==> config.mk <==
export PLATFORM = sky130hd
export DESIGN_NAME = byte_ring_fifo_chunked
export DESIGN_NICKNAME = d
export VERILOG_FILES = /design/src/brf_pkg.sv /design/src/byte_ring_fifo_chunked.sv /design/src/brf_front.sv /design/src/brf_queue.sv /design/src/brf_back.sv
export SDC_FILE = /design/constraint.sdc
export NUM_CORES = 2
export LEC_CHECK = 0
export BUFFER_PORTS_ARGS = -buffer_cell sky130_fd_sc_hd__buf_2
export CAP_MARGIN = 20
export CORE_MARGIN = 5
export CORE_UTILIZATION = 40
export DETAILED_ROUTE_END_ITERATION = 8
export HOLD_SLACK_MARGIN = 0.02
export PLACE_DENSITY = 0.66
export SLEW_MARGIN = 0
export SYNTH_ARGS = -nofsm -noshare
export SYNTH_HDL_FRONTEND = slang
export SYNTH_SLANG_ARGS = --single-unit
==> constraint.sdc <==
create_clock -name clk -period 11.55 [get_ports clk]
set_clock_uncertainty 0.1 [all_clocks]
set_input_delay 2.31 -clock clk [delete_from_list [all_inputs] [get_ports clk]]
set_output_delay 2.31 -clock clk [all_outputs]
set_load 0.03 [all_outputs]
==> src/brf_pkg.sv <==
// Package of the byte ring FIFO: sizes, command codes and transaction types.
// Used by every module of the block; depends on nothing.
package brf_pkg;

  localparam int RING_SLOTS = 256;
  localparam int MAX_CHUNK  = 8;
  localparam int ADDR_W     = $clog2(RING_SLOTS);
  localparam int IDX_W      = $clog2(MAX_CHUNK);
  localparam int CNT_W      = 4;
  localparam int Q_DEPTH    = 2;

  localparam logic [7:0] CAP_RESET = 8'd255;
  localparam logic       CMD_PUSH  = 1'b0;
  localparam logic       CMD_POP   = 1'b1;

  // Request transaction as it arrives on the input channel.
  typedef struct packed {
    logic       command;
    logic [3:0] length;
    logic [7:0] in_byte_0;
    logic [7:0] in_byte_1;
    logic [7:0] in_byte_2;
    logic [7:0] in_byte_3;
    logic [7:0] in_byte_4;
    logic [7:0] in_byte_5;
    logic [7:0] in_byte_6;
    logic [7:0] in_byte_7;
  } in_item_t;

  // Response transaction as it leaves on the output channel.
  typedef struct packed {
    logic       accepted;
    logic [7:0] out_byte_0;
    logic [7:0] out_byte_1;
    logic [7:0] out_byte_2;
    logic [7:0] out_byte_3;
    logic [7:0] out_byte_4;
    logic [7:0] out_byte_5;
    logic [7:0] out_byte_6;
    logic [7:0] out_byte_7;
    logic [7:0] space_free;
    logic [7:0] bytes_held;
  } out_item_t;

  // Classified work passed from the front end to the memory back end.
  typedef struct packed {
    logic                           is_pop;
    logic                           do_mem;
    logic [CNT_W-1:0]               len;
    logic [ADDR_W-1:0]              addr;
    logic [MAX_CHUNK-1:0][7:0]      data;
    logic                           accepted;
    logic [7:0]                     space_free;
    logic [7:0]                     bytes_held;
  } work_t;

endpackage

==> src/byte_ring_fifo_chunked.sv <==
// Byte ring FIFO: push or pop up to eight bytes per transaction.
// The back end handles one transaction at a time through the single byte-wide port
// of the ring memory and takes no new one until the last is answered; refused and
// zero-length transactions skip the memory. A two-entry queue decouples the front.
// Reset (synchronous): capacity 255, buffer empty, queue and response cleared.
module byte_ring_fifo_chunked (
  input  logic               clk,
  input  logic               rst,
  input  logic               req_valid,
  output logic               req_ready,
  input  brf_pkg::in_item_t  req,
  output logic               rsp_valid,
  input  logic               rsp_ready,
  output brf_pkg::out_item_t rsp,
  input  logic               cfg_wr_en,
  input  logic [7:0]         cfg_wr_data
);

  logic [7:0]     cap;
  logic           wq_valid;
  logic           wq_ready;
  brf_pkg::work_t wq_data;
  logic           q_valid;
  logic           q_ready;
  brf_pkg::work_t q_data;

  // Capacity register.
  always_ff @(posedge clk) begin
    if (rst) begin
      cap <= brf_pkg::CAP_RESET;
    end else if (cfg_wr_en) begin
      cap <= cfg_wr_data;
    end
  end

  brf_front u_front (
    .clk       (clk),
    .rst       (rst),
    .cap       (cap),
    .cfg_clear (cfg_wr_en),
    .req_valid (req_valid),
    .req_ready (req_ready),
    .req       (req),
    .wq_valid  (wq_valid),
    .wq_ready  (wq_ready),
    .wq_data   (wq_data)
  );

  brf_queue u_queue (
    .clk        (clk),
    .rst        (rst),
    .push_valid (wq_valid),
    .push_ready (wq_ready),
    .push_data  (wq_data),
    .pop_valid  (q_valid),
    .pop_ready  (q_ready),
    .pop_data   (q_data)
  );

  brf_back u_back (
    .clk       (clk),
    .rst       (rst),
    .cap       (cap),
    .q_valid   (q_valid),
    .q_ready   (q_ready),
    .q_data    (q_data),
    .rsp_valid (rsp_valid),
    .rsp_ready (rsp_ready),
    .rsp       (rsp)
  );

endmodule

==> src/brf_front.sv <==
// Front end: accepts requests, decides accept or refuse and keeps positions.
// Depends on brf_pkg.
module brf_front (
  input  logic             clk,
  input  logic             rst,
  input  logic [7:0]       cap,
  input  logic             cfg_clear,
  input  logic             req_valid,
  output logic             req_ready,
  input  brf_pkg::in_item_t req,
  output logic             wq_valid,
  input  logic             wq_ready,
  output brf_pkg::work_t   wq_data
);

  logic [brf_pkg::ADDR_W-1:0] wr_pos;
  logic [brf_pkg::ADDR_W-1:0] rd_pos;
  logic [7:0]                 held;

  logic [brf_pkg::ADDR_W-1:0] wr_pos_next;
  logic [brf_pkg::ADDR_W-1:0] rd_pos_next;
  logic [7:0]                 held_next;
  logic [7:0]                 space;
  logic                       len_ok;
  logic                       acc;
  logic                       is_pop;
  logic [brf_pkg::ADDR_W:0]   ring_len;
  logic [brf_pkg::ADDR_W:0]   wr_sum;
  logic [brf_pkg::ADDR_W:0]   rd_sum;
  logic                       take;

  assign req_ready = wq_ready;
  assign wq_valid  = req_valid;
  assign take      = req_valid && wq_ready;

  // Classify the request against the current fill.
  always_comb begin
    is_pop   = (req.command == brf_pkg::CMD_POP);
    space    = cap - held;
    len_ok   = (req.length <= brf_pkg::CNT_W'(brf_pkg::MAX_CHUNK));
    if (is_pop) begin
      acc = len_ok && ({4'b0, req.length} <= held);
    end else begin
      acc = len_ok && ({4'b0, req.length} <= space);
    end
  end

  // Advance the positions modulo the ring length, which is capacity plus one.
  always_comb begin
    ring_len    = {1'b0, cap} + (brf_pkg::ADDR_W+1)'(1);
    wr_sum      = {1'b0, wr_pos} + (brf_pkg::ADDR_W+1)'(req.length);
    rd_sum      = {1'b0, rd_pos} + (brf_pkg::ADDR_W+1)'(req.length);
    wr_pos_next = wr_pos;
    rd_pos_next = rd_pos;
    held_next   = held;
    if (acc && is_pop) begin
      rd_pos_next = (rd_sum >= ring_len) ? brf_pkg::ADDR_W'(rd_sum - ring_len)
                                         : rd_sum[brf_pkg::ADDR_W-1:0];
      held_next   = held - {4'b0, req.length};
    end else if (acc) begin
      wr_pos_next = (wr_sum >= ring_len) ? brf_pkg::ADDR_W'(wr_sum - ring_len)
                                         : wr_sum[brf_pkg::ADDR_W-1:0];
      held_next   = held + {4'b0, req.length};
    end
  end

  // Build the work transaction for the back end.
  always_comb begin
    wq_data.is_pop     = is_pop;
    wq_data.do_mem     = acc && (req.length != '0);
    wq_data.len        = req.length;
    wq_data.addr       = is_pop ? rd_pos : wr_pos;
    wq_data.data[0]    = req.in_byte_0;
    wq_data.data[1]    = req.in_byte_1;
    wq_data.data[2]    = req.in_byte_2;
    wq_data.data[3]    = req.in_byte_3;
    wq_data.data[4]    = req.in_byte_4;
    wq_data.data[5]    = req.in_byte_5;
    wq_data.data[6]    = req.in_byte_6;
    wq_data.data[7]    = req.in_byte_7;
    wq_data.accepted   = acc;
    wq_data.space_free = cap - held_next;
    wq_data.bytes_held = held_next;
  end

  // Position and fill registers; a capacity write empties the buffer.
  always_ff @(posedge clk) begin
    if (rst || cfg_clear) begin
      wr_pos <= '0;
      rd_pos <= '0;
      held   <= '0;
    end else if (take) begin
      wr_pos <= wr_pos_next;
      rd_pos <= rd_pos_next;
      held   <= held_next;
    end
  end

endmodule

==> src/brf_queue.sv <==
// Short work queue between the front end and the back end.
// Depends on brf_pkg.
module brf_queue (
  input  logic           clk,
  input  logic           rst,
  input  logic           push_valid,
  output logic           push_ready,
  input  brf_pkg::work_t push_data,
  output logic           pop_valid,
  input  logic           pop_ready,
  output brf_pkg::work_t pop_data
);

  localparam int PTR_W = $clog2(brf_pkg::Q_DEPTH);
  localparam int CNT_QW = $clog2(brf_pkg::Q_DEPTH + 1);

  brf_pkg::work_t     slots [brf_pkg::Q_DEPTH];
  logic [PTR_W-1:0]   wr_ptr;
  logic [PTR_W-1:0]   rd_ptr;
  logic [CNT_QW-1:0]  count;
  logic               do_push;
  logic               do_pop;

  assign push_ready = (count != CNT_QW'(brf_pkg::Q_DEPTH));
  assign pop_valid  = (count != '0);
  assign pop_data   = slots[rd_ptr];
  assign do_push    = push_valid && push_ready;
  assign do_pop     = pop_valid && pop_ready;

  // Storage for queued work.
  always_ff @(posedge clk) begin
    if (do_push) begin
      slots[wr_ptr] <= push_data;
    end
  end

  // Pointers and occupancy.
  always_ff @(posedge clk) begin
    if (rst) begin
      wr_ptr <= '0;
      rd_ptr <= '0;
      count  <= '0;
    end else begin
      if (do_push) begin
        wr_ptr <= wr_ptr + PTR_W'(1);
      end
      if (do_pop) begin
        rd_ptr <= rd_ptr + PTR_W'(1);
      end
      if (do_push && !do_pop) begin
        count <= count + CNT_QW'(1);
      end else if (do_pop && !do_push) begin
        count <= count - CNT_QW'(1);
      end
    end
  end

endmodule

==> src/brf_back.sv <==
// Back end: moves bytes to or from the ring memory, one per cycle, and
// holds the response register. Depends on brf_pkg.
module brf_back (
  input  logic              clk,
  input  logic              rst,
  input  logic [7:0]        cap,
  input  logic              q_valid,
  output logic              q_ready,
  input  brf_pkg::work_t    q_data,
  output logic              rsp_valid,
  input  logic              rsp_ready,
  output brf_pkg::out_item_t rsp
);

  typedef enum logic [1:0] {
    B_IDLE,
    B_RUN,
    B_DRAIN,
    B_DONE
  } back_state_t;

  back_state_t                          state;
  brf_pkg::work_t                       cur;
  logic [brf_pkg::ADDR_W-1:0]           addr;
  logic [brf_pkg::CNT_W-1:0]            idx;
  logic [brf_pkg::MAX_CHUNK-1:0][7:0]   obuf;
  logic                                 rd_pend;
  logic [brf_pkg::IDX_W-1:0]            rd_idx;
  logic [7:0]                           rdata;
  logic [7:0]                           mem [brf_pkg::RING_SLOTS];

  logic [brf_pkg::ADDR_W-1:0]           addr_next;
  logic                                 last;
  brf_pkg::out_item_t                   rsp_next;

  assign q_ready   = (state == B_IDLE);
  assign addr_next = (addr == cap) ? '0 : addr + brf_pkg::ADDR_W'(1);
  assign last      = ((idx + brf_pkg::CNT_W'(1)) == cur.len);

  // Response built from the finished work and the collected bytes.
  always_comb begin
    rsp_next.accepted   = cur.accepted;
    rsp_next.out_byte_0 = obuf[0];
    rsp_next.out_byte_1 = obuf[1];
    rsp_next.out_byte_2 = obuf[2];
    rsp_next.out_byte_3 = obuf[3];
    rsp_next.out_byte_4 = obuf[4];
    rsp_next.out_byte_5 = obuf[5];
    rsp_next.out_byte_6 = obuf[6];
    rsp_next.out_byte_7 = obuf[7];
    rsp_next.space_free = cur.space_free;
    rsp_next.bytes_held = cur.bytes_held;
  end

  // Ring memory: one byte written or read per cycle, read data registered.
  always_ff @(posedge clk) begin
    if (state == B_RUN && !cur.is_pop) begin
      mem[addr] <= cur.data[idx[brf_pkg::IDX_W-1:0]];
    end
    rdata <= mem[addr];
  end

  // Sequencer and response register.
  always_ff @(posedge clk) begin
    if (rst) begin
      state     <= B_IDLE;
      rsp_valid <= 1'b0;
      rd_pend   <= 1'b0;
    end else begin
      // A read issued in this cycle returns its byte in the next one.
      rd_pend <= (state == B_RUN) && cur.is_pop;
      // The response stays valid until taken; the next one may take its place in the same cycle.
      rsp_valid <= (state == B_DONE) || (rsp_valid && !rsp_ready);
      unique case (state)
        B_IDLE: begin
          if (q_valid) begin
            cur   <= q_data;
            addr  <= q_data.addr;
            idx   <= '0;
            obuf  <= '0;
            state <= q_data.do_mem ? B_RUN : B_DONE;
          end
        end
        B_RUN: begin
          if (cur.is_pop) begin
            rd_idx <= idx[brf_pkg::IDX_W-1:0];
          end
          addr <= addr_next;
          idx  <= idx + brf_pkg::CNT_W'(1);
          if (last) begin
            state <= cur.is_pop ? B_DRAIN : B_DONE;
          end
        end
        B_DRAIN: begin
          state <= B_DONE;
        end
        B_DONE: begin
          if (!rsp_valid || rsp_ready) begin
            rsp   <= rsp_next;
            state <= B_IDLE;
          end
        end
        default: begin
          state <= B_IDLE;
        end
      endcase
      // Capture a read byte in the cycle after its address was issued.
      if (rd_pend) begin
        obuf[rd_idx] <= rdata;
      end
    end
  end

endmodule

==> impl_metrics.xml <==
<?xml version="1.0" encoding="UTF-8"?>
<metrics>
  <group name="yosys">
    <metric name="yosys_register_bits" unit="">2533</metric>
    <metric name="yosysTopAreaCellShare" unit="%">75.1</metric>
    <metric name="yosys_warnings" unit="">0</metric>
    <metric name="synth.cell_area" unit="um2">99300</metric>
    <metric name="mappedNetlistNets" unit="">4764</metric>
    <metric name="synth.area.top_cells" unit="">sky130_fd_sc_hd__edfxtp_1, sky130_fd_sc_hd__mux4_2, sky130_fd_sc_hd__nor2_1</metric>
    <metric name="synthDistinctLibCells" unit="">60</metric>
    <metric name="post_synth_inst_count" unit="">4611</metric>
    <metric name="syn_avg_cell_area" unit="um2">21.5</metric>
    <metric name="synth.yosys.seq_area_share" unit="%">76.1</metric>
    <metric name="post-synth-top-area-cell" unit="">sky130_fd_sc_hd__edfxtp_1</metric>
    <metric name="synth_enable_flop_cells" unit="">2484</metric>
    <metric name="yosys_most_used_dff" unit="">sky130_fd_sc_hd__edfxtp_1</metric>
    <metric name="synthArstFlopShare" unit="%">0</metric>
  </group>
  <group name="final_layout">
    <metric name="multiInputGateArea" unit="um2">22600</metric>
    <metric name="layout.nets" unit="">5005</metric>
    <metric name="seqCellArea" unit="um2">75600</metric>
    <metric name="finalNonFillerCells" unit="">8393</metric>
    <metric name="final_common_cell" unit="">sky130_fd_sc_hd__edfxtp_1</metric>
    <metric name="layout-area-overhead-vs-synth" unit="%">12.7</metric>
    <metric name="layout_common_cells" unit="">sky130_fd_sc_hd__edfxtp_1, sky130_fd_sc_hd__mux4_2, sky130_fd_sc_hd__nor2_1</metric>
    <metric name="fillers" unit="">20555</metric>
    <metric name="layout-drive-gt1-share" unit="%">27.4</metric>
  </group>
  <group name="grt">
    <metric name="grt_antenna_before_repair" unit="">5</metric>
    <metric name="gr-max-usage-layer" unit="">met2</metric>
    <metric name="grt_pass1_vias" unit="">46878</metric>
    <metric name="global_route.usage.met1" unit="%">24.0</metric>
    <metric name="wire_length_of_the_first_global_routing_pass" unit="um">329000</metric>
    <metric name="total_routing_resource_utilization_after_global_routing" unit="%">17.2</metric>
    <metric name="grt_start_max_net_pins" unit="">155</metric>
    <metric name="grt-ovfl-total" unit="">0</metric>
    <metric name="grt.met2_usage" unit="%">27.8</metric>
    <metric name="globalRouteMet3Util" unit="%">3.33</metric>
  </group>
  <group name="route">
    <metric name="vias" unit="">46695</metric>
    <metric name="detail_route.vias_per_cell" unit="">5.56</metric>
    <metric name="detailedRoute.firstIterationViolations" unit="">4912</metric>
    <metric name="avgRoutedWirePerCell" unit="um">26.7</metric>
    <metric name="drtAntennaViolNets" unit="">0</metric>
    <metric name="post-route-drc-count" unit="">0</metric>
    <metric name="wirelength" unit="um">224000</metric>
    <metric name="dr.pass1.iters" unit="">5</metric>
  </group>
  <group name="clocking">
    <metric name="ctsLongestPathBuffers" unit="">3</metric>
    <metric name="cts_resized" unit="">0</metric>
    <metric name="postCtsSetupBuffers" unit="">0</metric>
    <metric name="number_of_buffers_added_by_the_clock_tree_synthesis_step" unit="">235</metric>
    <metric name="clock_insertion_delay_worst_skew" unit="ns">0.89</metric>
    <metric name="clk_pin_slew" unit="ns">0.06</metric>
    <metric name="tritoncts" unit="">built</metric>
    <metric name="cts.htree.levels" unit="">4</metric>
    <metric name="cts_hold_repair.buffers" unit="">0</metric>
    <metric name="cts_root_buf" unit="">sky130_fd_sc_hd__clkbuf_16</metric>
    <metric name="clock-sinks" unit="">2533</metric>
  </group>
  <group name="sta">
    <metric name="max_clock_freq" unit="GHz">0.174</metric>
    <metric name="fin_crit" unit="ns">5.76</metric>
    <metric name="maxSlewViolCount" unit="">0</metric>
    <metric name="worst-slew-pin-transition" unit="ns">1.09</metric>
    <metric name="final.hold.worst_slack" unit="ns">0.320</metric>
    <metric name="setup-violations-final" unit="">0</metric>
    <metric name="grt_setup_unrepaired" unit="">false</metric>
    <metric name="min_period_over_period" unit="%">49.9</metric>
    <metric name="max-slew-margin-rel" unit="%">25.5</metric>
    <metric name="final_hold_viol_count" unit="">0</metric>
    <metric name="setup_total_negative_slack" unit="ns">0</metric>
  </group>
  <group name="worst_setup_path">
    <metric name="worst-r2r-cell-count" unit="">9</metric>
    <metric name="setup.reg_to_reg.worst_slack" unit="ns">6.29</metric>
    <metric name="critical_path_source_type" unit="">primary input</metric>
    <metric name="timing.critical_path.to_type" unit="">flip-flop</metric>
    <metric name="critPathArrivalTime" unit="ns">6.39</metric>
    <metric name="worst-setup-path-type" unit="">in -&gt; reg</metric>
    <metric name="crit_required" unit="ns">12.18</metric>
    <metric name="critical_path_peak_fanout" unit="">11</metric>
    <metric name="r2r_end" unit="">u_back.rdata[3]</metric>
    <metric name="r2r_path_start" unit="">u_back.addr[0]</metric>
  </group>
  <group name="power_and_ir_drop">
    <metric name="power-per-cell-area" unit="nW/um2">245</metric>
    <metric name="vdd.ir_drop.worst" unit="mV">0.238</metric>
    <metric name="leakage" unit="nW">35.0</metric>
  </group>
  <group name="floorplanning">
    <metric name="die_area" unit="um2">258000</metric>
    <metric name="floorplan.initialDensity" unit="%">40.1</metric>
    <metric name="rows" unit="">183</metric>
    <metric name="fp.dieH" unit="um">508</metric>
    <metric name="fp.coreArea" unit="um2">248000</metric>
    <metric name="io_pins" unit="">165</metric>
    <metric name="die_w" unit="um">508</metric>
  </group>
  <group name="hold_path">
    <metric name="holdCritStartpoint" unit="">u_back.cur[15]</metric>
    <metric name="hold_class" unit="">reg -&gt; reg</metric>
    <metric name="min_delay_path_depth" unit="">0</metric>
    <metric name="min_to" unit="">u_back.rsp[15]</metric>
  </group>
  <group name="outcome">
    <metric name="outcome" unit="">completed</metric>
  </group>
  <group name="place">
    <metric name="dp_cells" unit="">7937</metric>
    <metric name="place.gp.congestion" unit="">0.794</metric>
    <metric name="dpl.hpwl" unit="um">134000</metric>
    <metric name="place.port_buffers" unit="">164</metric>
  </group>
  <group name="flow_run">
    <metric name="max-cap-violations" unit="">0</metric>
  </group>
</metrics>
routing by layer:
layer	part of all wire [%]	wire length [um]
met1	41	91000
met2	49	111000
met3	7.2	16200
met4	2.6	5890
met5	0.0058	13
flip-flops by register name (all words and copies together), names as in the netlist, 64 cells and up, named ones only:
name	flops
u_back.cur	86
u_back.mem	2048
u_back.obuf	64
u_back.rsp	81
u_queue.slots	190
how the worst max path moves through the flow:
| stage | start | endpoint | slack, ns |
|---|---|---|---|
| floorplan | rst | u_back.rsp[0] | 2.36 |
| global placement | req[65] | u_front.wr_pos[4] | 4.77 |
| detailed placement | req[65] | u_front.wr_pos[5] | 4.98 |
| CTS | req[65] | u_front.wr_pos[5] | 5.89 |
| global route | req[65] | u_front.wr_pos[5] | 5.61 |
| finish | req[65] | u_front.wr_pos[5] | 5.79 |
through the flow:
step / utilization, % / total power [W] / instance area [um2] / setup WS, ns
2_1_floorplan: - / 0.0173 / 99300 / 2.36
3_3_place_gp: 42.0 / 0.0198 / 104000 / 4.77
3_5_place_dp: 42.0 / 0.0200 / 104000 / 4.98
4_1_cts: 45.1 / 0.0277 / 112000 / 5.89
5_1_grt: 45.2 / 0.0285 / 112000 / 5.61
6_report: 45.2 / 0.0275 / 112000 / 5.79
cell families (layout without fill, tap and decap cells):
group | Yosys count | in the layout | synth area share, %
AOI/OAI and AO/OA | 236 | 236 | 1.70
buffers and inverters | 302 | 747 | 1.35
and+or+nand+nor | 600 | 600 | 2.71
muxes | 798 | 798 | 16.5
DFF | 2533 | 2533 | 76.1
xor gates and xnor gates | 70 | 70 | 0.617
adders and majority gates | 72 | 72 | 0.965
other | 0 | 7 | 0
layout make-up:
type                            count  share of cell area (%)
Clock inverter                    150                    1.40
Multi-Input combinational cell   1776                    20.2
Inverter                           53                   0.178
Tap cell                         3330                    3.72
Clock buffer                      291                    5.48
Sequential cell                  2533                    67.5
Timing Repair Buffer              253                    1.49
Antenna cell                        7                  0.0156
where the power goes:
part | internal, W | total [W] | switching, W
clock | 0.00436 | 0.00772 | 0.00336
combinational | 0.00261 | 0.00728 | 0.00467
sequential | 0.0122 | 0.0125 | 0.000217
total | 0.0192 | 0.0275 | 0.00825
worst max-delay path, stage by stage:
cell and delay [ns]:
sky130_fd_sc_hd__buf_2 0.27, sky130_fd_sc_hd__ha_1 0.29, sky130_fd_sc_hd__a21o_1 0.18, sky130_fd_sc_hd__a21oi_1 0.27, sky130_fd_sc_hd__nor2b_1 0.09, sky130_fd_sc_hd__o21ai_0 0.52
sky130_fd_sc_hd__xnor2_1 0.14, sky130_fd_sc_hd__ha_1 0.38, sky130_fd_sc_hd__or3_1 0.35, sky130_fd_sc_hd__o21ai_0 0.09, sky130_fd_sc_hd__a21oi_1 0.09, sky130_fd_sc_hd__o221ai_1 0.53
sky130_fd_sc_hd__buf_4 0.29, sky130_fd_sc_hd__mux2_2 0.34, sky130_fd_sc_hd__a22oi_1 0.18, sky130_fd_sc_hd__nor2_1 0.06
synthesized netlist by cell type, types with 3 or more instances:
| cell type | n |
|---|---|
| sky130_fd_sc_hd__o22ai_1 | 14 |
| sky130_fd_sc_hd__nand3b_1 | 3 |
| sky130_fd_sc_hd__buf_4 | 10 |
| sky130_fd_sc_hd__o211ai_1 | 9 |
| sky130_fd_sc_hd__a22oi_1 | 4 |
| sky130_fd_sc_hd__xor2_1 | 27 |
| sky130_fd_sc_hd__inv_1 | 53 |
| sky130_fd_sc_hd__a211oi_1 | 18 |
| sky130_fd_sc_hd__and2_1 | 7 |
| sky130_fd_sc_hd__and3_1 | 16 |
| sky130_fd_sc_hd__nor3b_1 | 3 |
| sky130_fd_sc_hd__or2_2 | 3 |
| sky130_fd_sc_hd__nand2_1 | 60 |
| sky130_fd_sc_hd__nand4_1 | 16 |
| sky130_fd_sc_hd__buf_1 | 29 |
| sky130_fd_sc_hd__mux2i_1 | 27 |
| sky130_fd_sc_hd__or3_1 | 3 |
| sky130_fd_sc_hd__nand2b_1 | 22 |
| sky130_fd_sc_hd__a21o_1 | 11 |
| sky130_fd_sc_hd__xnor2_1 | 43 |
| sky130_fd_sc_hd__nor2b_1 | 56 |
| sky130_fd_sc_hd__a22o_1 | 64 |
| sky130_fd_sc_hd__nor3_1 | 14 |
| sky130_fd_sc_hd__o21ai_0 | 30 |
| sky130_fd_sc_hd__fa_1 | 8 |
| sky130_fd_sc_hd__o221ai_1 | 3 |
| sky130_fd_sc_hd__o311ai_0 | 3 |
| sky130_fd_sc_hd__buf_2 | 48 |
| sky130_fd_sc_hd__dfxtp_1 | 49 |
| sky130_fd_sc_hd__mux2_2 | 107 |
| sky130_fd_sc_hd__nor4_1 | 4 |
| sky130_fd_sc_hd__a21oi_1 | 36 |
| sky130_fd_sc_hd__a31o_1 | 3 |
| sky130_fd_sc_hd__ha_1 | 63 |
| sky130_fd_sc_hd__mux4_2 | 664 |
| sky130_fd_sc_hd__nand3_1 | 53 |
| sky130_fd_sc_hd__o21a_1 | 6 |
| sky130_fd_sc_hd__o21ai_1 | 3 |
| sky130_fd_sc_hd__edfxtp_1 | 2484 |
| sky130_fd_sc_hd__nor2_1 | 337 |
| sky130_fd_sc_hd__a31oi_1 | 10 |
| sky130_fd_sc_hd__buf_6 | 15 |
| sky130_fd_sc_hd__a311oi_1 | 6 |
| sky130_fd_sc_hd__clkbuf_1 | 147 |
(Power assumes the default switching activity.)
